$ cat src/hdl/ubxp_pkg.sv
package ubxp_pkg;

  localparam logic [7:0]  SYNC_FIRST   = 8'hB5;
  localparam logic [7:0]  SYNC_SECOND  = 8'h62;
  localparam logic [7:0]  CLASS_NAV    = 8'h01;
  localparam logic [7:0]  ID_PVT       = 8'h07;
  localparam logic [15:0] PVT_MIN_LEN  = 16'd92;
  localparam logic [7:0]  FIX_TYPE_MIN = 8'd2;
  localparam logic [15:0] FIX_TYPE_OFS = 16'd20;
  localparam logic [15:0] FIX_FLAG_OFS = 16'd21;
  localparam logic [15:0] MAX_LEN_RST  = 16'd512;

  localparam logic KIND_PAYLOAD = 1'b0;
  localparam logic KIND_VERDICT = 1'b1;

  typedef enum logic [8:0] {
    PH_HUNT1   = 9'b000000001,
    PH_HUNT2   = 9'b000000010,
    PH_CLASS   = 9'b000000100,
    PH_ID      = 9'b000001000,
    PH_LENLO   = 9'b000010000,
    PH_LENHI   = 9'b000100000,
    PH_PAYLOAD = 9'b001000000,
    PH_CKA     = 9'b010000000,
    PH_CKB     = 9'b100000000
  } phase_t;

  typedef struct packed {
    logic        result_kind;
    logic [7:0]  msg_class;
    logic [7:0]  msg_id;
    logic [15:0] payload_offset;
    logic [7:0]  payload_byte;
    logic [15:0] payload_length;
    logic        checksum_ok;
    logic        is_nav_pvt;
    logic        fix_valid;
  } res_t;

endpackage

$ cat src/hdl/ubxp_core.sv
module ubxp_core (
  input  logic                clk,
  input  logic                rst,
  input  logic                cfg_wr_en,
  input  logic [15:0]         cfg_wr_data,
  input  logic                byte_take,
  input  logic [7:0]          rx_byte,
  output logic                res_load,
  output ubxp_pkg::res_t      res
);

  ubxp_pkg::phase_t phase, phase_next;
  logic [15:0] max_len;
  logic [7:0]  cur_class, cur_class_next;
  logic [7:0]  cur_id, cur_id_next;
  logic [15:0] cur_length, cur_length_next;
  logic [15:0] payload_count, payload_count_next;
  logic [7:0]  sum_a, sum_a_next;
  logic [7:0]  sum_b, sum_b_next;
  logic [7:0]  rcv_sum_a, rcv_sum_a_next;
  logic [7:0]  fix_type, fix_type_next;
  logic        fix_flag, fix_flag_next;
  logic [7:0]  add_a;
  logic [7:0]  add_b;
  logic [15:0] len_full;
  logic [15:0] count_inc;
  logic        pvt;

  // running fletcher sums with the current byte folded in
  assign add_a     = sum_a + rx_byte;
  assign add_b     = sum_b + add_a;
  assign len_full  = {rx_byte, cur_length[7:0]};
  assign count_inc = payload_count + 16'd1;
  assign pvt = (cur_class == ubxp_pkg::CLASS_NAV) && (cur_id == ubxp_pkg::ID_PVT) &&
               (cur_length >= ubxp_pkg::PVT_MIN_LEN);

  always_comb begin
    phase_next         = phase;
    cur_class_next     = cur_class;
    cur_id_next        = cur_id;
    cur_length_next    = cur_length;
    payload_count_next = payload_count;
    sum_a_next         = sum_a;
    sum_b_next         = sum_b;
    rcv_sum_a_next     = rcv_sum_a;
    fix_type_next      = fix_type;
    fix_flag_next      = fix_flag;
    res_load           = 1'b0;
    res                = '0;
    res.msg_class      = cur_class;
    res.msg_id         = cur_id;
    res.payload_length = cur_length;
    unique case (phase)
      ubxp_pkg::PH_HUNT1: begin
        if (rx_byte == ubxp_pkg::SYNC_FIRST) phase_next = ubxp_pkg::PH_HUNT2;
      end
      ubxp_pkg::PH_HUNT2: begin
        if (rx_byte == ubxp_pkg::SYNC_SECOND) begin
          sum_a_next         = '0;
          sum_b_next         = '0;
          payload_count_next = '0;
          fix_type_next      = '0;
          fix_flag_next      = 1'b0;
          phase_next         = ubxp_pkg::PH_CLASS;
        end else if (rx_byte != ubxp_pkg::SYNC_FIRST) begin
          phase_next = ubxp_pkg::PH_HUNT1;
        end
      end
      ubxp_pkg::PH_CLASS: begin
        cur_class_next = rx_byte;
        sum_a_next     = add_a;
        sum_b_next     = add_b;
        phase_next     = ubxp_pkg::PH_ID;
      end
      ubxp_pkg::PH_ID: begin
        cur_id_next = rx_byte;
        sum_a_next  = add_a;
        sum_b_next  = add_b;
        phase_next  = ubxp_pkg::PH_LENLO;
      end
      ubxp_pkg::PH_LENLO: begin
        cur_length_next = {8'd0, rx_byte};
        sum_a_next      = add_a;
        sum_b_next      = add_b;
        phase_next      = ubxp_pkg::PH_LENHI;
      end
      ubxp_pkg::PH_LENHI: begin
        if (len_full > max_len) begin
          // over-long frame: drop and clear
          phase_next         = ubxp_pkg::PH_HUNT1;
          cur_class_next     = '0;
          cur_id_next        = '0;
          cur_length_next    = '0;
          payload_count_next = '0;
          sum_a_next         = '0;
          sum_b_next         = '0;
          rcv_sum_a_next     = '0;
          fix_type_next      = '0;
          fix_flag_next      = 1'b0;
        end else begin
          cur_length_next    = len_full;
          sum_a_next         = add_a;
          sum_b_next         = add_b;
          payload_count_next = '0;
          phase_next = (len_full == 16'd0) ? ubxp_pkg::PH_CKA : ubxp_pkg::PH_PAYLOAD;
        end
      end
      ubxp_pkg::PH_PAYLOAD: begin
        if (payload_count == ubxp_pkg::FIX_TYPE_OFS) fix_type_next = rx_byte;
        if (payload_count == ubxp_pkg::FIX_FLAG_OFS) fix_flag_next = rx_byte[0];
        sum_a_next         = add_a;
        sum_b_next         = add_b;
        payload_count_next = count_inc;
        if (count_inc >= cur_length) phase_next = ubxp_pkg::PH_CKA;
        res_load           = 1'b1;
        res.result_kind    = ubxp_pkg::KIND_PAYLOAD;
        res.payload_offset = payload_count;
        res.payload_byte   = rx_byte;
      end
      ubxp_pkg::PH_CKA: begin
        rcv_sum_a_next = rx_byte;
        phase_next     = ubxp_pkg::PH_CKB;
      end
      ubxp_pkg::PH_CKB: begin
        res_load        = 1'b1;
        res.result_kind = ubxp_pkg::KIND_VERDICT;
        res.checksum_ok = (sum_a == rcv_sum_a) && (sum_b == rx_byte);
        res.is_nav_pvt  = pvt;
        res.fix_valid   = pvt && (fix_type >= ubxp_pkg::FIX_TYPE_MIN) && fix_flag;
        phase_next         = ubxp_pkg::PH_HUNT1;
        cur_class_next     = '0;
        cur_id_next        = '0;
        cur_length_next    = '0;
        payload_count_next = '0;
        sum_a_next         = '0;
        sum_b_next         = '0;
        rcv_sum_a_next     = '0;
        fix_type_next      = '0;
        fix_flag_next      = 1'b0;
      end
      default: begin
        phase_next = ubxp_pkg::PH_HUNT1;
      end
    endcase
    if (!byte_take) res_load = 1'b0;
  end

  always_ff @(posedge clk) begin
    if (rst) begin
      max_len       <= ubxp_pkg::MAX_LEN_RST;
      phase         <= ubxp_pkg::PH_HUNT1;
      cur_class     <= '0;
      cur_id        <= '0;
      cur_length    <= '0;
      payload_count <= '0;
      sum_a         <= '0;
      sum_b         <= '0;
      rcv_sum_a     <= '0;
      fix_type      <= '0;
      fix_flag      <= 1'b0;
    end else begin
      if (cfg_wr_en) max_len <= cfg_wr_data;
      if (byte_take) begin
        phase         <= phase_next;
        cur_class     <= cur_class_next;
        cur_id        <= cur_id_next;
        cur_length    <= cur_length_next;
        payload_count <= payload_count_next;
        sum_a         <= sum_a_next;
        sum_b         <= sum_b_next;
        rcv_sum_a     <= rcv_sum_a_next;
        fix_type      <= fix_type_next;
        fix_flag      <= fix_flag_next;
      end
    end
  end

endmodule

$ cat src/hdl/ubxp_out_reg.sv
module ubxp_out_reg (
  input  logic               clk,
  input  logic               rst,
  input  logic               load,
  input  ubxp_pkg::res_t     din,
  output logic               full_stall,
  output logic               res_valid,
  input  logic               res_stall,
  output ubxp_pkg::res_t     dout
);

  logic occupied;

  // upstream waits only while a held request is not taken
  assign full_stall = occupied && res_stall;
  assign res_valid  = occupied;

  always_ff @(posedge clk) begin
    if (rst) begin
      occupied <= 1'b0;
    end else if (!full_stall) begin
      occupied <= load;
    end
  end

  always_ff @(posedge clk) begin
    if (!full_stall && load) dout <= din;
  end

endmodule

$ cat src/hdl/ubx_frame_parser.sv
// binary gnss frame deframer, one received byte per request
// a payload byte or frame-end verdict is registered and appears in the cycle after its byte is taken
// throughput: one byte per cycle while rx_stall is low, set by the parser state update
// rx_stall rises only while a held result request is stalled downstream
// reset (rst, synchronous): hunting for the first sync byte, frame state zero,
// max_payload_len back to 512, result register empty
module ubx_frame_parser (
  input  logic        clk,
  input  logic        rst,
  // configuration: max_payload_len
  input  logic        cfg_wr_en,
  input  logic [15:0] cfg_wr_data,
  // byte input channel
  input  logic        rx_valid,
  output logic        rx_stall,
  input  logic [7:0]  rx_byte,
  // result channel
  output logic        res_valid,
  input  logic        res_stall,
  output logic        result_kind,
  output logic [7:0]  msg_class,
  output logic [7:0]  msg_id,
  output logic [15:0] payload_offset,
  output logic [7:0]  payload_byte,
  output logic [15:0] payload_length,
  output logic        checksum_ok,
  output logic        is_nav_pvt,
  output logic        fix_valid
);

  logic           byte_take;
  logic           res_load;
  ubxp_pkg::res_t res_comb;
  ubxp_pkg::res_t res_q;

  // a byte is taken whenever the result register can accept its outcome
  assign byte_take = rx_valid && !rx_stall;

  // parser state machine, fletcher sums and verdict logic
  ubxp_core u_core (
    .clk         (clk),
    .rst         (rst),
    .cfg_wr_en   (cfg_wr_en),
    .cfg_wr_data (cfg_wr_data),
    .byte_take   (byte_take),
    .rx_byte     (rx_byte),
    .res_load    (res_load),
    .res         (res_comb)
  );

  // result register between the parser and the downstream side
  ubxp_out_reg u_out (
    .clk        (clk),
    .rst        (rst),
    .load       (res_load),
    .din        (res_comb),
    .full_stall (rx_stall),
    .res_valid  (res_valid),
    .res_stall  (res_stall),
    .dout       (res_q)
  );

  // unpack the held result onto its ports
  assign result_kind    = res_q.result_kind;
  assign msg_class      = res_q.msg_class;
  assign msg_id         = res_q.msg_id;
  assign payload_offset = res_q.payload_offset;
  assign payload_byte   = res_q.payload_byte;
  assign payload_length = res_q.payload_length;
  assign checksum_ok    = res_q.checksum_ok;
  assign is_nav_pvt     = res_q.is_nav_pvt;
  assign fix_valid      = res_q.fix_valid;

endmodule

$ cat config.mk
export PLATFORM = sky130hd
export DESIGN_NAME = ubx_frame_parser
export DESIGN_NICKNAME = d
export VERILOG_FILES = /design/src/hdl/ubxp_pkg.sv /design/src/hdl/ubxp_core.sv /design/src/hdl/ubxp_out_reg.sv /design/src/hdl/ubx_frame_parser.sv
export SDC_FILE = /design/constraint.sdc
export NUM_CORES = 1
export LEC_CHECK = 0
export ABC_AREA = 1
export BUFFER_PORTS_ARGS = -buffer_cell sky130_fd_sc_hd__clkbuf_2
export CELL_PAD_IN_SITES_DETAIL_PLACEMENT = 0
export CELL_PAD_IN_SITES_GLOBAL_PLACEMENT = 2
export CORE_MARGIN = 5
export CORE_UTILIZATION = 38
export DETAILED_ROUTE_END_ITERATION = 10
export GPL_TIMING_DRIVEN = 1
export PLACE_DENSITY = 0.95
export SETUP_SLACK_MARGIN = 0.5
export SLEW_MARGIN = 20
export SYNTH_ARGS = -nofsm -noshare
export SYNTH_HDL_FRONTEND = slang
export SYNTH_SLANG_ARGS = --single-unit
$ cat constraint.sdc
create_clock -name clk -period 9.5 [get_ports clk]
set_clock_uncertainty 0.2 [all_clocks]
set_input_delay 1.9 -clock clk [delete_from_list [all_inputs] [get_ports clk]]
set_output_delay 1.9 -clock clk [all_outputs]
set_load 0.1 [all_outputs]
---- After elaboration in Yosys (flattened, before gate mapping) ----
Cells that the tools add are included.
operators by class
  reduce and logical (&&, ||, !) cells .... 30
  mux-type cells .......................... 29
  order comparisons ....................... 4
  $add $sub $neg .......................... 3
  equality and inequality tests ........... 25
operators by type and width
  operator                                                                               number
  16-bit one-hot mux with 3 select lines                                                 2
  8-bit one-hot mux with 4 select lines                                                  3
  8-bit one-hot mux with 3 select lines                                                  3
  9-bit one-hot mux with 8 select lines                                                  1
  8-bit 2-to-1 mux                                                                       6
  9-bit 2-to-1 mux                                                                       5
  16-bit by 5-bit equality test with 1-bit output (second input constant)                2
  16-bit 2-to-1 mux                                                                      2
  3-bit AND reduction                                                                    6
  16-bit by 1-bit adder with 16-bit output (second input constant)                       1
  8-bit adder                                                                            2
  8-bit equality test                                                                    2
  16-bit greater-or-equal comparator                                                     1
  16-bit by 7-bit greater-or-equal comparator with 1-bit output (second input constant)  1
  16-bit > comparator                                                                    1
  16-bit logical NOT                                                                     1
  3-bit nonzero test                                                                     5
  2-bit by 1-bit inequality test with 1-bit output (second input constant)               6
  5-bit AND reduction                                                                    2
  9-bit by 1-bit equality test with 1-bit output (second input constant)                 1
  9-bit by 2-bit equality test with 1-bit output (second input constant)                 1
  9-bit by 3-bit equality test with 1-bit output (second input constant)                 1
  9-bit by 4-bit equality test with 1-bit output (second input constant)                 1
  9-bit by 5-bit equality test with 1-bit output (second input constant)                 1
  20 further kinds                                                                       34
storage, ports and cells
  word-level logic and storage cells ...... 113
  bits in registers ....................... 167
  input bits .............................. 29
  output and inout port bits .............. 62

---- Logic depth before layout (Yosys ltp) ----
  depth in word-level cells ............... 5
  gate-level depth with buffers ........... 19
  mapped depth without buffers ............ 18

---- Hierarchy ----
Synthesis repeated with hierarchy kept, for this count alone.
unflattened totals
  cells, all modules ...................... 1064
  area, all modules ....................... 8528.2 um2
by module, submodules not included
  module            seq. area each (um2)  cells an instance  instances  area each (um2)
  ubxp_core         2102.0                996                1          6667.6
  ubxp_out_reg      1821.7                66                 1          1850.5
  ubx_frame_parser  0.0                   2                  1          10.0

---- Worst setup path before layout ----
Ideal clock, no wire load.
  path kind ............................... in2reg
  from .................................... input res_stall
  to ...................................... register u_out.dout[0] (netlist name) (enable)
  path buffers ............................ 0
  stages .................................. 3
  arrival ................................. 5.107 ns
  library setup time ...................... 0.499 ns
  path slack .............................. 3.694 ns
  required time ........................... 8.801 ns
  cell sequence ........................... nand2_1 -> nand2_1 -> a21oi_1
on the way
  longest elaborated chain between the ends .. 5
RTL lines
  what                    RTL line                source
  start: declaration      ubx_frame_parser.sv:19  input logic res_stall,
  1-bit logical AND (*)   ubxp_out_reg.sv:15      assign full_stall = occupied && res_stall;
  1-bit logical NOT (*)   -
  1-bit logical AND       ubx_frame_parser.sv:37  assign byte_take = rx_valid && !rx_stall;
  1-bit 2-to-1 mux        ubxp_core.sv:145        if (!byte_take) res_load = 1'b0;
  1-bit logical AND (*)   ubxp_out_reg.sv:27      if (!full_stall && load) dout <= din;
  end signal: assignment  ubxp_out_reg.sv:27
  end: declaration        ubxp_out_reg.sv:9       output ubxp_pkg::res_t dout
Mark *: on every way between the ends. The rest lies on a longest branch, timed or not.
A chain may end at the register's enable or synchronous reset.

---- Worst setup path after layout ----
  from .................................... input res_stall
  to ...................................... output rx_stall
on the way
  longest elaborated chain between the ends .. 1
RTL lines
  what               RTL line                source
  1-bit logical AND  ubxp_out_reg.sv:15
  end: declaration   ubx_frame_parser.sv:15  output logic rx_stall,
Every way passes these cells.

==> impl_metrics.py <==
metrics = {
    "layout": {
        "fillers": 2281,
        "syn_to_final_growth_pct": 14.4,
        "regArea_um2": 3920,
        "fin_nets": 1234,
        "final_cell_mix": "246 x nand2_1, 137 x inv_1, 127 x nor2_1",
        "final_layout_size_suffix_gt1_frac": 0.142,
        "multi_input_area_um2": 3930,
        "num_antenna_cells": 0,
        "layout.cells.most_common": "nand2_1",
    },
    "setup_path": {
        "crit_top_cell": "clkbuf_2",
        "path_cells": "clkbuf_2 -> nand2_1 -> inv_1 -> clkbuf_2",
        "crit_path_end_kind": "primary output",
        "worst_ep_required_time_ns": 7.40,
        "slowest_stage": "clkbuf_2",
        "cp_max_fo": 2,
        "cp.arrival_ns": 2.55,
        "max_stage_delay_ns": 0.45,
        "cp-start-kind": "primary input",
        "worstSetupPathType": "primary input to primary output",
    },
    "detailed_routing": {
        "drt-total-wl_um": 21700,
        "met3_wirelength_um": 782,
        "post_drt_wl_per_cell_um": 15.0,
        "post-route-drc-count": 0,
        "vias": 7037,
        "first_pass_iters": 6,
        "met2_length_um": 10100,
        "top_layer": "met4",
        "drt_iter0_markers": 467,
        "wl_met1_um": 10600,
        "viasPerCell": 4.85,
        "antenna_left": 0,
    },
    "sta": {
        "finalSetupViolations": 0,
        "period_minus_slack_ns": 4.65,
        "max_slew_margin": 0.471,
        "post-route-period-util": 0.489,
        "fin_tns_setup_ns": 0,
        "hold_viol": 0,
        "rsz0062_at_grt": "no",
        "timing.fmax_mhz": 215,
        "worstMarginPinSlew_ns": 0.792,
        "drv_slew": 0,
        "finalHoldWorstSlack_ns": 0.231,
    },
    "grt": {
        "grt_use_total": 0.172,
        "antenna_found_initial": 0,
        "grt_pass1_wl_um": 35700,
        "overflow": 0,
        "first_global_vias": 6854,
        "grt_max_degree": 50,
    },
    "yosys": {
        "synth_nets": 1159,
        "yosysSeqAreaShare": 0.456,
        "syn_area_per_cell_um2": 7.97,
        "ys_ff_latch": 166,
        "syn-cell-area_um2": 8600,
        "yosys_warnings": 0,
        "ys_types": 44,
        "postSynthCellCount": 1079,
        "synth_top_area_share": 0.247,
        "synth_area_leader_cell": "dfxtp_1",
        "synthTopCellsByArea": "dfxtp_1 25%, edfxtp_1 21%, nand2_1 11%",
    },
    "cts": {
        "clk_latency_ns": 0.43,
        "numClockSinks": 166,
        "clkTransAtPathRegs_ns": 0.07,
        "cts_hold_buf": 0,
        "cts_tree": "yes",
        "cts_resized": 0,
        "cts_buffers": 17,
        "cts_root_buf": "clkbuf_16",
        "cts_buffer_depth": 2,
        "htreeDepth": 4,
        "postCtsSetupBuffers": 0,
    },
    "placement": {
        "place_hpwl_um": 15600,
        "gp_congestion": 0.801,
        "io_buffers": 90,
    },
    "die": {
        "die_area_um2": 25700,
        "die_h_um": 160,
        "start_util": 0.383,
        "pin_count": 91,
        "row_count": 55,
        "die_w_um": 160,
        "core_um2": 22400,
    },
    "power": {
        "pwr-share-comb": 0.221,
        "seq_power_share": 0.420,
        "power_leakage_nw": 4.42,
        "clkPwrFrac": 0.359,
        "powerDensity_nw_per_um2": 199,
        "switching_share": 0.336,
        "power.net_switching_w": 0.000659,
        "p_int_w": 0.00130,
        "ir_drop_v": 0.000121,
    },
    "job": {
        "max_cap_viol_count": 0,
    },
    "run_status": {
        "outcome": "finished clean",
    },
    "min_path": {
        "hp-class": "flop to flop",
    },
}
==> final timing paths <==
path                                                           start                      endpoint  slack, ns  cells past startpoint
worst max-delay path                                       res_stall                      rx_stall       4.85                      4
worst min-delay path                u_core.cur_class[6]$_SDFFE_PP0P_      u_out.dout[57]$_DFFE_PP_       0.23                      0
worst max register to register  u_core.payload_count[0]$_SDFFE_PP0P_  u_core.phase[1]$_SDFFE_PP0P_       6.05                     18
worst min register to register      u_core.cur_class[6]$_SDFFE_PP0P_      u_out.dout[57]$_DFFE_PP_       0.23                      0
==> worst max-delay path, delay by kind of cell <==
kind,cells,cell delay (ns)
buffers and inverters,3,0.59
AND/OR/NAND/NOR,1,0.05
==> state kept, by name, summed over array words and instances, names as in the netlist <==
signal and count:
u_core.fix_flag 1, u_out.dout 60, u_core.cur_id 8, u_core.cur_length 16, u_core.cur_class 8, u_core.phase 9, u_core.max_len 16, u_core.sum_a 8
u_core.sum_b 8, u_core.payload_count 16, u_core.fix_type 7, u_core.rcv_sum_a 8, u_out.res_valid 1
==> layer usage <==
layer,GRT usage,up-vias
met5,0,-
li1,-,3655
met3,0.0287,17
met1,0.236,3245
met2,0.282,120
met4,0.0461,0
==> power by group through the flow <==
stage / registers, W / logic, W / clock network [W]
after floorplan: 0.000875 / 0.000306 / 0
after global placement: 0.000839 / 0.000432 / 0
after detailed placement: 0.000840 / 0.000434 / 0
after CTS: 0.000824 / 0.000436 / 0.000717
after global routing: 0.000831 / 0.000494 / 0.000750
final: 0.000823 / 0.000433 / 0.000704
==> kinds of logic (layout without fill, tap and decap cells) <==
family,count (synthesis),in the layout,synth area share
flops,166,166,0.456
xor+xnor,31,31,0.0316
compound gates,147,147,0.0909
simple gates,500,500,0.258
fa+ha+maj,51,51,0.0759
buf+inv,184,272,0.0880
==> through the flow <==
stage	total power (W)	cell area, um2	cells	util	setup WS [ns]
2_1_floorplan	0.00118	8600	1079	-	3.69
3_3_place_gp	0.00127	9250	1420	0.412	4.86
3_5_place_dp	0.00127	9250	1420	0.412	4.81
4_1_cts	0.00198	9840	1452	0.439	4.85
5_1_grt	0.00207	9840	1452	0.439	4.83
6_report	0.00196	9840	1452	0.439	4.85
==> area by class of cell <==
type,instances,share of cell area
multi-input combinational,729,0.400
timing repair buffer,94,0.0488
inverter,146,0.0560
clock inverter,15,0.0172
clock buffer,17,0.0432
sequential,166,0.399
tap,285,0.0362
==> synthesized netlist by cell type, drive strengths merged <==
cell and instances:
nand2 251, inv 144, nor2 138, dfxtp 106, a21oi 101, edfxtp 60, nand3 55, ha 49
o21ai 33, nand4 30, buf 21, xor2 21, clkbuf 17, nor3 11, xnor2 10, nor4 9
or2 6, a31oi 3, o22ai 3, a221oi 2, clkinv 2, fa 2, a21o 1, a22o 1
o21a 1, o21bai 1, o311a 1
No activity file was read; power rests on OpenSTA's default activity.
